**config.mk**
```make
export PLATFORM = sky130hd
export DESIGN_NAME = ambient_light_lux_calc
export DESIGN_NICKNAME = d
export VERILOG_FILES = /design/src/rtl/alc_pkg.sv /design/src/rtl/alc_ratio_div.sv /design/src/rtl/alc_front.sv /design/src/rtl/alc_queue.sv /design/src/rtl/alc_back.sv /design/src/rtl/ambient_light_lux_calc.sv
export SDC_FILE = /design/constraint.sdc
export NUM_CORES = 2
export LEC_CHECK = 0
export ABC_AREA = 0
export BUFFER_PORTS_ARGS = -buffer_cell sky130_fd_sc_hd__buf_2
export CAP_MARGIN = 20
export CELL_PAD_IN_SITES_DETAIL_PLACEMENT = 1
export CELL_PAD_IN_SITES_GLOBAL_PLACEMENT = 2
export CORE_AREA = 4 4 434 522
export CTS_CLUSTER_SIZE = 30
export DETAILED_ROUTE_END_ITERATION = 16
export DIE_AREA = 0 0 438 526
export HOLD_SLACK_MARGIN = 0.08
export PLACE_DENSITY = 0.78
export SLEW_MARGIN = 20
export SYNTH_ARGS = -nofsm -noshare
export SYNTH_HDL_FRONTEND = slang
export SYNTH_SLANG_ARGS = --single-unit
```
**constraint.sdc**
```tcl
create_clock -name clock -period 27.2 [get_ports clock]
set_clock_uncertainty 0.1 [all_clocks]
set_input_delay 2.72 -clock clock [delete_from_list [all_inputs] [get_ports clock]]
set_output_delay 2.72 -clock clock [all_outputs]
set_load 0.02 [all_outputs]
```
**src/rtl/alc_pkg.sv**
```systemverilog
`default_nettype none

package alc_pkg;

   // Field widths
   localparam int RAW_W      = 16;
   localparam int LUX_W      = 18;
   localparam int CSR_IDX_W  = 2;
   localparam int CSR_DATA_W = 2;

   // Fixed-point layout
   localparam int SCALE_FRAC = 10;
   localparam int GAIN_SHIFT = 4;
   localparam int BASE_W     = 15;
   localparam int SCALE_W    = BASE_W + GAIN_SHIFT;
   localparam int SC_W       = 32 - SCALE_FRAC;
   localparam int RATIO_SH   = 10;
   localparam int DIVD_W     = SC_W + RATIO_SH;
   localparam int Q_W        = 11;
   localparam int COEF_W     = 10;
   localparam int SEG_W      = 3;
   localparam int PROD_W     = SC_W + COEF_W;
   localparam int LUX_FRAC   = 14;

   localparam logic [RAW_W-1:0]  COUNT_FULL  = 16'hFFFF;
   localparam logic [BASE_W-1:0] SCALE_13MS  = 15'h7517;
   localparam logic [BASE_W-1:0] SCALE_101MS = 15'h0FE7;
   localparam logic [BASE_W-1:0] SCALE_UNITY = 15'h0400;
   localparam logic [PROD_W-1:0] LUX_ROUND   = 32'h0000_2000;

   // Integration codes
   localparam logic [1:0] INTEG_13MS  = 2'd0;
   localparam logic [1:0] INTEG_101MS = 2'd1;
   localparam logic [1:0] INTEG_402MS = 2'd2;

   // Register indexes
   localparam logic [CSR_IDX_W-1:0] CSR_INTEG = 2'd0;
   localparam logic [CSR_IDX_W-1:0] CSR_GAIN  = 2'd1;
   localparam logic [CSR_IDX_W-1:0] CSR_PKG   = 2'd2;

   localparam logic [SEG_W-1:0] SEG_LAST = 3'd7;

   localparam logic [COEF_W-1:0] KNEE_TAB [2][8] = '{
      '{10'h040, 10'h080, 10'h0C0, 10'h100, 10'h138, 10'h19A, 10'h29A, 10'h29A},
      '{10'h043, 10'h085, 10'h0C8, 10'h10A, 10'h14D, 10'h19A, 10'h29A, 10'h29A}
   };
   localparam logic [COEF_W-1:0] BASE_TAB [2][8] = '{
      '{10'h1F2, 10'h214, 10'h23F, 10'h270, 10'h16F, 10'h0D2, 10'h018, 10'h000},
      '{10'h204, 10'h228, 10'h253, 10'h282, 10'h177, 10'h101, 10'h037, 10'h000}
   };
   localparam logic [COEF_W-1:0] SLOPE_TAB [2][8] = '{
      '{10'h1BE, 10'h2D1, 10'h37B, 10'h3FE, 10'h1FC, 10'h0FB, 10'h012, 10'h000},
      '{10'h1AD, 10'h2C1, 10'h363, 10'h3DF, 10'h1DD, 10'h127, 10'h02B, 10'h000}
   };

   typedef struct packed {
      logic [1:0] integ_sel;
      logic       gain_16x;
      logic       pkg_cs;
   } alc_cfg_type;

   typedef struct packed {
      logic            sat;
      logic [SC_W-1:0] c0;
      logic [SC_W-1:0] c1;
   } alc_scaled_type;

   typedef struct packed {
      logic              sat;
      logic              big;
      logic              zero;
      logic [DIVD_W-1:0] rem;
      logic [Q_W-1:0]    quot;
      logic [SC_W-1:0]   c0;
      logic [SC_W-1:0]   c1;
   } alc_div_stage_type;

   typedef struct packed {
      logic              sat;
      logic [SC_W-1:0]   c0;
      logic [SC_W-1:0]   c1;
      logic [COEF_W-1:0] b;
      logic [COEF_W-1:0] m;
   } alc_item_type;

   typedef struct packed {
      logic full;
      logic empty;
   } alc_q_stat_type;

   // First knee at or above the ratio; a ratio past every knee takes the last segment.
   function automatic logic [SEG_W-1:0] alc_segment(logic pkg, logic big,
                                                    logic [Q_W-1:0] ratio);
      logic [SEG_W-1:0] seg;
      seg = SEG_LAST;
      for (int k = 6; k >= 0; k--) begin
         if (ratio <= Q_W'(KNEE_TAB[pkg][k])) begin
            seg = SEG_W'(k);
         end
      end
      if (big) begin
         seg = SEG_LAST;
      end
      return seg;
   endfunction

endpackage

`default_nettype wire

```
**src/rtl/alc_ratio_div.sv**
```systemverilog
`default_nettype none

module alc_ratio_div (
   input  logic                       clock,
   input  logic                       reset,
   input  logic                       advance,
   input  logic                       in_valid,
   input  alc_pkg::alc_scaled_type    in_data,
   output logic                       out_valid,
   output alc_pkg::alc_div_stage_type out_stage
);
   import alc_pkg::*;

   localparam int STAGES = Q_W + 1;

   logic [STAGES-1:0] vld_ff, vld_in;
   alc_div_stage_type stg_ff [STAGES];
   alc_div_stage_type stg_in [STAGES];

   always_comb begin
      logic [DIVD_W:0] trial;
      logic            ge;
      vld_in = {vld_ff[STAGES-2:0], in_valid};

      // Setup: quotient of 2048 or more only needs a flag, not its bits
      stg_in[0].sat  = in_data.sat;
      stg_in[0].c0   = in_data.c0;
      stg_in[0].c1   = in_data.c1;
      stg_in[0].rem  = {in_data.c1, {RATIO_SH{1'b0}}};
      stg_in[0].quot = '0;
      stg_in[0].zero = (in_data.c0 == '0);
      stg_in[0].big  = ({1'b0, in_data.c1, {RATIO_SH{1'b0}}} >= {in_data.c0, {Q_W{1'b0}}});

      // One restoring step per stage, most significant quotient bit first
      for (int k = 1; k < STAGES; k++) begin
         trial = (DIVD_W + 1)'(stg_ff[k-1].c0) << (Q_W - k);
         ge    = ({1'b0, stg_ff[k-1].rem} >= trial);
         stg_in[k] = stg_ff[k-1];
         if (ge) begin
            stg_in[k].rem = DIVD_W'({1'b0, stg_ff[k-1].rem} - trial);
         end
         stg_in[k].quot = {stg_ff[k-1].quot[Q_W-2:0], ge};
      end
   end

   always_ff @(posedge clock) begin
      if (reset) begin
         vld_ff <= '0;
      end else if (advance) begin
         vld_ff <= vld_in;
      end
   end

   always_ff @(posedge clock) begin
      if (advance) begin
         stg_ff <= stg_in;
      end
   end

   assign out_valid = vld_ff[STAGES-1];
   assign out_stage = stg_ff[STAGES-1];

endmodule

`default_nettype wire

```
**src/rtl/alc_front.sv**
```systemverilog
`default_nettype none

module alc_front (
   input  logic                        clock,
   input  logic                        reset,
   input  alc_pkg::alc_cfg_type        cfg,
   input  logic                        req_valid,
   output logic                        req_ready,
   input  logic [alc_pkg::RAW_W-1:0]   req_broadband_count,
   input  logic [alc_pkg::RAW_W-1:0]   req_infrared_count,
   input  alc_pkg::alc_q_stat_type     q_stat,
   output logic                        q_push,
   output alc_pkg::alc_item_type       q_item
);
   import alc_pkg::*;

   localparam int MUL_W = SCALE_W + RAW_W;

   logic              adv;
   logic [BASE_W-1:0] scale_base;
   logic [SCALE_W-1:0] scale;
   logic [MUL_W-1:0]  prod0, prod1;
   logic              a_valid_ff, a_valid_in;
   alc_scaled_type    a_data_ff, a_data_in;
   logic              div_valid;
   alc_div_stage_type div_out;
   logic [Q_W:0]      ratio_sum;
   logic [Q_W-1:0]    ratio;
   logic [SEG_W-1:0]  seg;

   // Hold the whole front while a finished request waits on a full queue
   assign adv       = !(div_valid && q_stat.full);
   assign req_ready = adv;

   always_comb begin
      case (cfg.integ_sel)
         INTEG_13MS:  scale_base = SCALE_13MS;
         INTEG_101MS: scale_base = SCALE_101MS;
         default:     scale_base = SCALE_UNITY;
      endcase
      scale = cfg.gain_16x ? SCALE_W'(scale_base) : {scale_base, {GAIN_SHIFT{1'b0}}};
      prod0 = MUL_W'(req_broadband_count) * MUL_W'(scale);
      prod1 = MUL_W'(req_infrared_count) * MUL_W'(scale);

      a_valid_in    = req_valid;
      a_data_in.sat = (req_broadband_count == COUNT_FULL) ||
                      (req_infrared_count == COUNT_FULL);
      a_data_in.c0  = prod0[SCALE_FRAC +: SC_W];
      a_data_in.c1  = prod1[SCALE_FRAC +: SC_W];
   end

   always_ff @(posedge clock) begin
      if (reset) begin
         a_valid_ff <= 1'b0;
      end else if (adv) begin
         a_valid_ff <= a_valid_in;
      end
   end

   always_ff @(posedge clock) begin
      if (adv) begin
         a_data_ff <= a_data_in;
      end
   end

   alc_ratio_div u_div (
      .clock     (clock),
      .reset     (reset),
      .advance   (adv),
      .in_valid  (a_valid_ff),
      .in_data   (a_data_ff),
      .out_valid (div_valid),
      .out_stage (div_out)
   );

   // Round the ratio and pick the coefficient pair
   always_comb begin
      ratio_sum = {1'b0, div_out.quot} + (Q_W + 1)'(1);
      ratio     = div_out.zero ? '0 : ratio_sum[Q_W:1];
      seg       = alc_segment(cfg.pkg_cs, div_out.big && !div_out.zero, ratio);
      q_item.sat = div_out.sat;
      q_item.c0  = div_out.c0;
      q_item.c1  = div_out.c1;
      q_item.b   = BASE_TAB[cfg.pkg_cs][seg];
      q_item.m   = SLOPE_TAB[cfg.pkg_cs][seg];
   end

   assign q_push = div_valid && !q_stat.full;

endmodule

`default_nettype wire

```
**src/rtl/alc_queue.sv**
```systemverilog
`default_nettype none

module alc_queue #(
   parameter int DEPTH = 4
) (
   input  logic                    clock,
   input  logic                    reset,
   input  logic                    push,
   input  alc_pkg::alc_item_type   push_item,
   input  logic                    pop,
   output alc_pkg::alc_item_type   head_item,
   output alc_pkg::alc_q_stat_type stat
);
   import alc_pkg::*;

   localparam int PTR_W = $clog2(DEPTH);
   localparam int FILL_W = $clog2(DEPTH + 1);

   alc_item_type      mem_ff [DEPTH];
   logic [PTR_W-1:0]  wr_ptr_ff, wr_ptr_in;
   logic [PTR_W-1:0]  rd_ptr_ff, rd_ptr_in;
   logic [FILL_W-1:0] count_ff, count_in;

   always_comb begin
      wr_ptr_in = wr_ptr_ff;
      rd_ptr_in = rd_ptr_ff;
      count_in  = count_ff;
      if (push) begin
         wr_ptr_in = (wr_ptr_ff == PTR_W'(DEPTH - 1)) ? '0 : wr_ptr_ff + 1'b1;
      end
      if (pop) begin
         rd_ptr_in = (rd_ptr_ff == PTR_W'(DEPTH - 1)) ? '0 : rd_ptr_ff + 1'b1;
      end
      if (push && !pop) begin
         count_in = count_ff + 1'b1;
      end else if (pop && !push) begin
         count_in = count_ff - 1'b1;
      end
   end

   always_ff @(posedge clock) begin
      if (reset) begin
         wr_ptr_ff <= '0;
         rd_ptr_ff <= '0;
         count_ff  <= '0;
      end else begin
         wr_ptr_ff <= wr_ptr_in;
         rd_ptr_ff <= rd_ptr_in;
         count_ff  <= count_in;
      end
   end

   always_ff @(posedge clock) begin
      if (push) begin
         mem_ff[wr_ptr_ff] <= push_item;
      end
   end

   assign head_item  = mem_ff[rd_ptr_ff];
   assign stat.full  = (count_ff == FILL_W'(DEPTH));
   assign stat.empty = (count_ff == '0);

endmodule

`default_nettype wire

```
**src/rtl/alc_back.sv**
```systemverilog
`default_nettype none

module alc_back (
   input  logic                      clock,
   input  logic                      reset,
   input  alc_pkg::alc_q_stat_type   q_stat,
   input  alc_pkg::alc_item_type     q_head,
   output logic                      q_pop,
   output logic                      rsp_valid,
   input  logic                      rsp_ready,
   output logic [alc_pkg::LUX_W-1:0] rsp_lux_value,
   output logic                      rsp_saturated
);
   import alc_pkg::*;

   logic              adv;
   logic              p_valid_ff, p_valid_in;
   logic              p_sat_ff, p_sat_in;
   logic [PROD_W-1:0] p0_ff, p0_in;
   logic [PROD_W-1:0] p1_ff, p1_in;
   logic [PROD_W-1:0] diff, sum;
   logic              rsp_valid_ff, rsp_valid_in;
   logic [LUX_W-1:0]  rsp_lux_ff, rsp_lux_in;
   logic              rsp_sat_ff, rsp_sat_in;

   // Advance only when the response register is free or being taken
   assign adv   = !rsp_valid_ff || rsp_ready;
   assign q_pop = adv && !q_stat.empty;

   always_comb begin
      p_valid_in = !q_stat.empty;
      p_sat_in   = q_head.sat;
      p0_in      = PROD_W'(q_head.c0) * PROD_W'(q_head.b);
      p1_in      = PROD_W'(q_head.c1) * PROD_W'(q_head.m);

      // Clamp a negative difference or a saturated item to zero, then round off the fraction
      diff = p0_ff - p1_ff;
      sum  = diff + LUX_ROUND;
      rsp_valid_in = p_valid_ff;
      rsp_sat_in   = p_sat_ff;
      if (p_sat_ff || diff[PROD_W-1]) begin
         rsp_lux_in = '0;
      end else begin
         rsp_lux_in = sum[LUX_FRAC +: LUX_W];
      end
   end

   always_ff @(posedge clock) begin
      if (reset) begin
         p_valid_ff   <= 1'b0;
         rsp_valid_ff <= 1'b0;
      end else if (adv) begin
         p_valid_ff   <= p_valid_in;
         rsp_valid_ff <= rsp_valid_in;
      end
   end

   always_ff @(posedge clock) begin
      if (adv) begin
         p_sat_ff   <= p_sat_in;
         p0_ff      <= p0_in;
         p1_ff      <= p1_in;
         rsp_sat_ff <= rsp_sat_in;
         rsp_lux_ff <= rsp_lux_in;
      end
   end

   assign rsp_valid     = rsp_valid_ff;
   assign rsp_lux_value = rsp_lux_ff;
   assign rsp_saturated = rsp_sat_ff;

endmodule

`default_nettype wire

```
**src/rtl/ambient_light_lux_calc.sv**
```systemverilog
// Illuminance calculator for a two-channel light sensor.
// Request channel (req_valid/req_ready) carries a broadband and an infrared
// count; response channel (rsp_valid/rsp_ready) returns whole lux and a
// saturation flag, one response per request, in request order.
// csr_wr_en/csr_index/csr_wdata write integration time (index 0), gain
// (index 1) and coefficient package (index 2); write them while idle.
// Throughput: one request per cycle while req_ready is high. On its way from
// acceptance to rsp_valid a request passes the scaling multiply, the ratio
// divider (one quotient bit per stage over 11 stages plus a setup stage), the
// queue write, the coefficient multiply and the response register.
// The front (scaling, divider, segment lookup) and the back (coefficient
// multiply, clamp and rounding) are joined by a QUEUE_DEPTH entry queue.
// When rsp_ready is low the back holds; the front keeps accepting until
// the queue fills, then drops req_ready.
// Reset clears all pipeline valids and the queue, and sets the registers
// to 402 ms integration, 1x gain and the T/FN/CL table.
`default_nettype none

module ambient_light_lux_calc #(
   parameter int QUEUE_DEPTH = 4
) (
   input  logic                           clock,
   input  logic                           reset,
   input  logic                           csr_wr_en,
   input  logic [alc_pkg::CSR_IDX_W-1:0]  csr_index,
   input  logic [alc_pkg::CSR_DATA_W-1:0] csr_wdata,
   input  logic                           req_valid,
   output logic                           req_ready,
   input  logic [alc_pkg::RAW_W-1:0]      req_broadband_count,
   input  logic [alc_pkg::RAW_W-1:0]      req_infrared_count,
   output logic                           rsp_valid,
   input  logic                           rsp_ready,
   output logic [alc_pkg::LUX_W-1:0]      rsp_lux_value,
   output logic                           rsp_saturated
);
   import alc_pkg::*;

   alc_cfg_type    cfg_ff, cfg_in;
   alc_q_stat_type q_stat;
   alc_item_type   push_item, head_item;
   logic           push, pop;

   always_comb begin
      cfg_in = cfg_ff;
      if (csr_wr_en) begin
         case (csr_index)
            CSR_INTEG: cfg_in.integ_sel = csr_wdata[1:0];
            CSR_GAIN:  cfg_in.gain_16x  = csr_wdata[0];
            CSR_PKG:   cfg_in.pkg_cs    = csr_wdata[0];
            default:   cfg_in = cfg_ff;
         endcase
      end
   end

   always_ff @(posedge clock) begin
      if (reset) begin
         cfg_ff.integ_sel <= INTEG_402MS;
         cfg_ff.gain_16x  <= 1'b0;
         cfg_ff.pkg_cs    <= 1'b0;
      end else begin
         cfg_ff <= cfg_in;
      end
   end

   alc_front u_front (
      .clock               (clock),
      .reset               (reset),
      .cfg                 (cfg_ff),
      .req_valid           (req_valid),
      .req_ready           (req_ready),
      .req_broadband_count (req_broadband_count),
      .req_infrared_count  (req_infrared_count),
      .q_stat              (q_stat),
      .q_push              (push),
      .q_item              (push_item)
   );

   alc_queue #(
      .DEPTH (QUEUE_DEPTH)
   ) u_queue (
      .clock     (clock),
      .reset     (reset),
      .push      (push),
      .push_item (push_item),
      .pop       (pop),
      .head_item (head_item),
      .stat      (q_stat)
   );

   alc_back u_back (
      .clock         (clock),
      .reset         (reset),
      .q_stat        (q_stat),
      .q_head        (head_item),
      .q_pop         (pop),
      .rsp_valid     (rsp_valid),
      .rsp_ready     (rsp_ready),
      .rsp_lux_value (rsp_lux_value),
      .rsp_saturated (rsp_saturated)
   );

endmodule

`default_nettype wire

```
After elaboration in Yosys (flattened, before gate mapping)
Memories as Yosys holds them, arrays and structs flattened. A register that Yosys moved wholly into a read port is not among the register bits.
Index checks and enable logic that the tools add are counted.
- register bits: 1105
- bits in writable memories: 260
- bits of input ports: 41
- output and inout bits: 21
- word-level logic and storage cells: 221
- memories kept: 1
- add/sub/neg operators: 17
- multiply operators: 4
- $lt $le $gt $ge: 21
- eq/ne operators: 8
- multiplexer cells: 44
- bitwise logic cells: 2
- reduce and logical (&&, ||, !) cells: 24
- memories (memory ; words ; bits a word ; read ports ; clocked after Yosys merged registers in ; write ports ; RTL line ; source):
    u_queue.mem_ff ; 4 ; 65 ; 1 ; 1 ; 1 ; alc_queue.sv:19 ; alc_item_type mem_ff [DEPTH];
- operators with widths (operator ; count):
    $mux 80 ; 7
    $mux 32 ; 10
    $le 11x10->1 ; 7
    $mux 75 ; 1
    $mux 72 ; 1
    $mul 16x19->32 ; 2
    $mul 22x10->32 ; 2
    $sub 32x32->32 ; 2
    $bmux 10 s3 ; 2
    $mux 10 ; 4
    $ge 32x33->1 ; 1
    $add 32x14->32 const B ; 1
    $eq 16x16->1 const B ; 2
    $ge 32x22->1 ; 1
    $ge 32x23->1 ; 1
    $ge 32x24->1 ; 1
    $ge 32x25->1 ; 1
    $ge 32x26->1 ; 1
    $ge 32x27->1 ; 1
    $ge 32x28->1 ; 1
    $ge 32x29->1 ; 1
    $ge 32x30->1 ; 1
    $ge 32x31->1 ; 1
    $ge 32x32->1 ; 1
    34 further kinds ; 67

Logic depth before layout (Yosys ltp)
- word-level depth: 17
- depth in mapped cells: 29

Cells and area by module
From an unflattened synthesis, not the netlist that was laid out.
- cell total of the unflattened synthesis: 8263
- area, all modules: 94260.4 µm²
- modules (own cells, without submodules) (module ; times used ; cells each ; area an instance (µm²) ; seq. area each (µm²)):
    alc_ratio_div ; 1 ; 3683 ; 45934.1 ; 28076.9
    alc_front ; 1 ; 2188 ; 20073.0 ; 1371.3
    alc_back ; 1 ; 1992 ; 18212.5 ; 2562.5
    alc_queue ; 1 ; 383 ; 9864.5 ; 7987.7
    ambient_light_lux_calc ; 1 ; 17 ; 176.4 ; 80.1

Worst setup path after synthesis
Ideal clock, no wire load.
- path type: register to output
- from: reg u_queue.count_ff[0]
- to: out req_ready
- arrival time: 26.500 ns
- slack: -2.120 ns
- cell stages (with the launch flop): 6
- buffers on the path: 2
- cells stage by stage: dfxtp_1 -> nor2_1 -> and3_1 -> clkbuf_1 -> inv_1 -> clkbuf_1
- longest elaborated chain between the ends: 3
- ends and longest elaborated chain (what ; RTL line ; source):
    start: declaration ; alc_queue.sv:22 ; logic [FILL_W-1:0] count_ff, count_in;
    start signal: assignment ; alc_queue.sv:49 ; count_ff <= count_in;
    $eq 3x3->1 ; alc_queue.sv:60 ; assign stat.full = (count_ff == FILL_W'(DEPTH));
    $logic_and 1x1->1 ; alc_front.sv:32 ; assign adv = !(div_valid && q_stat.full);
    $logic_not 1->1 ; alc_front.sv:32 ;
    end: declaration ; ambient_light_lux_calc.sv:28 ; output logic req_ready,
Every way passes these cells.

==> flow_summary.json <==
{
  "grt_max_degree": 173,
  "final_design_area_no_fill_sq_um": 98860,
  "hp-class": "flop to flop",
  "async_flop_share": 0,
  "seq_area_frac_synth": 0.4325,
  "yosys-top-cells-area": "edfxtp_1, fa_1, ha_1, inv_1, nand2_1",
  "syn_to_final_growth_pct": 9.305,
  "antenna_found_initial": 2,
  "synth_ff_type": "edfxtp_1",
  "layout_setup_ws_ps": 18050,
  "io_buffers": 61,
  "yosys-top-cells-count": "edfxtp_1, inv_1, fa_1, nand2_1, ha_1",
  "critPathLaunch": "req_broadband_count[6]",
  "start_util": 0.4095,
  "start_kind": "input pin",
  "synth_cells": 7935,
  "syn_area_sq_um": 90440,
  "synth_cell_types": 108,
  "holdBufCountCts": 0,
  "num_vias": 57210,
  "rsz0062_at_grt": "no",
  "die_w_microns": 438,
  "worstSetupPathType": "input pin to flop",
  "synth-seq-cells": 1312,
  "die_h_microns": 526,
  "slew_headroom": 0.2342,
  "final-hold-violation-count": 0,
  "core-area_sq_um": 220900,
  "worst-path-buf-inv": 4,
  "path_clk_slew_ps": 60,
  "slowest_delay_ps": 530,
  "grt_pass1_vias": 64790,
  "crit_path_frequent_cell": "fa_1",
  "setup_tns_ps": 0,
  "fmax_ghz": 0.1093,
  "worstPathRequired_ps": 27600,
  "cp-end-kind": "flop",
  "cts-buffers-inserted": 139,
  "dp_slack_ps": 17220,
  "dieArea_sq_um": 230400,
  "ys_warn_count": 0,
  "synth.largest_area_cell": "edfxtp_1",
  "critPathTopFamily": "adder cells",
  "cts_setup_buffers": 0,
  "gp_congestion": 0.8708,
  "fin_util": 0.4476,
  "worst_r2r_startpoint": "cfg_ff[1]$_SDFFE_PP0P_",
  "nets": 9463,
  "htreeDepth": 4,
  "worst_pin_slew_ps": 1138,
  "synth_most_common_cell": "edfxtp_1",
  "detail_route.vias_per_cell": 5.168,
  "finalCriticalPeriod_ps": 9149,
  "synth-edff-count": 1284,
  "critPathSlowestCell": "fa_1",
  "final_layout_size_suffix_gt1_frac": 0.06525,
  "cts_sinks": 1312,
  "cts_resized": 0,
  "rows": 189,
  "syn_area_per_cell_sq_um": 11.40,
  "wl_mm": 222.6,
  "finalCritPeriodShare": 0.3364,
  "io_pins": 62,
  "post_dp_cell_area_sq_um": 94250,
  "clk_latency_ps": 780,
  "syn_nets": 9398,
  "drtIter0Drc": 2392,
  "setup_viol": 0,
  "dp_hpwl_mm": 174.8,
  "cp_max_fo": 12,
  "yosysTopAreaCellShare": 0.4263,
  "status": "finished, final reports clean",
  "crit_arrival_ps": 9550,
  "hp-start": "u_front.u_div.stg_ff[376]$_DFFE_PN_",
  "drv_cap": 0,
  "grt_pass1_wl_mm": 356.6,
  "wl_per_cell_microns": 20.11,
  "slew_violations": 0,
  "grt_usage": 0.1953,
  "grt_overflow_total": 0,
  "drt_pre_antenna_iters": 5,
  "drc_errors": 0,
  "cts_tree": "built",
  "antenna_left": 0,
  "cts.path.max_buffers": 3,
  "clockRootBuffer": "clkbuf_16"
}
==> cell usage in the layout, fill, tap and decap left out, types with 79 or more instances in the layout <==
cell	n
nor2b_1	79
and2_1	198
nor3_1	87
clkbuf_16	142
nor2_1	519
a21oi_1	353
ha_1	670
nand2_1	714
xnor2_1	225
mux2_2	83
o21ai_0	284
o21a_1	83
nand3_1	122
inv_1	1241
fa_1	752
edfxtp_1	1284
xor2_1	131
a21o_1	144
==> path summary, 6_finish.rpt <==
path | endpoint | slack [ps] | cells past startpoint
worst max-delay path | u_front.a_data_ff[43]$_DFFE_PN_ | 18050 | 25
worst min-delay path | u_front.u_div.stg_ff[286]$_DFFE_PN_ | 290 | 0
worst min register to register | u_front.u_div.stg_ff[286]$_DFFE_PN_ | 290 | 0
worst max register to register | u_front.a_data_ff[21]$_DFFE_PN_ | 18290 | 27
==> cell families (layout without fill, tap and decap cells) <==
kind of cell             Yosys count  after routing  share of synthesized area
adder cells (fa/ha/maj)         1422           1422                     0.2591
other                              0              2                          0
AO/OA/AOI/OAI                   1191           1191                    0.08328
flip-flops                      1312           1312                     0.4325
multiplexers                     162            162                    0.02298
buffers and inverters           1437           1609                    0.06017
XOR/XNOR                         357            357                    0.03472
AND/OR/NAND/NOR                 2054           2054                     0.1072
==> cell type report <==
class	count	area (sq um)
tap	2960	3704
sequential	1312	39130
multi-input combinational	5186	45990
timing repair buffer	117	783.3
inverter	1244	4678
clock inverter	87	947.2
clock buffer	161	3625
antenna	2	5.005
fill	23770	122000
==> flip-flops by register name, indices dropped and copies added (netlist names), 2 cells and up, named ones only <==
name / flops
u_back.p0_ff: 32
u_queue.wr_ptr_ff: 2
u_front.u_div.vld_ff: 12
u_back.p1_ff: 32
u_queue.mem_ff: 260
u_front.u_div.out_stage: 58
u_front.a_data_ff: 45
u_queue.rd_ptr_ff: 2
u_front.u_div.stg_ff: 837
u_back.rsp_lux_value: 18
cfg_ff: 4
u_queue.count_ff: 3
==> metrics by stage <==
step	hold slack, ps	cells
finish	289.5	11070
CTS	285.0	11070
floorplan	300.3	7935
detailed placement	305.5	10820
global placement	301.4	10820
global route	297.6	11070
==> layer usage <==
| metal | wire (microns) | vias to the layer above | track usage | share of wire |
|---|---|---|---|---|
| met5 | 0 | - | 0 | 0 |
| met4 | 9203 | 0 | 0.07549 | 0.041 |
| met1 | 85770 | 29020 | 0.2164 | 0.39 |
| met3 | 5429 | 396 | 0.02144 | 0.024 |
| met2 | 122100 | 774 | 0.3780 | 0.55 |
| li1 | - | 27020 | - | - |
Power is left out: the tool's default activity adds up to more than one toggle a clock period on the data nets, which glitch-free logic cannot reach.
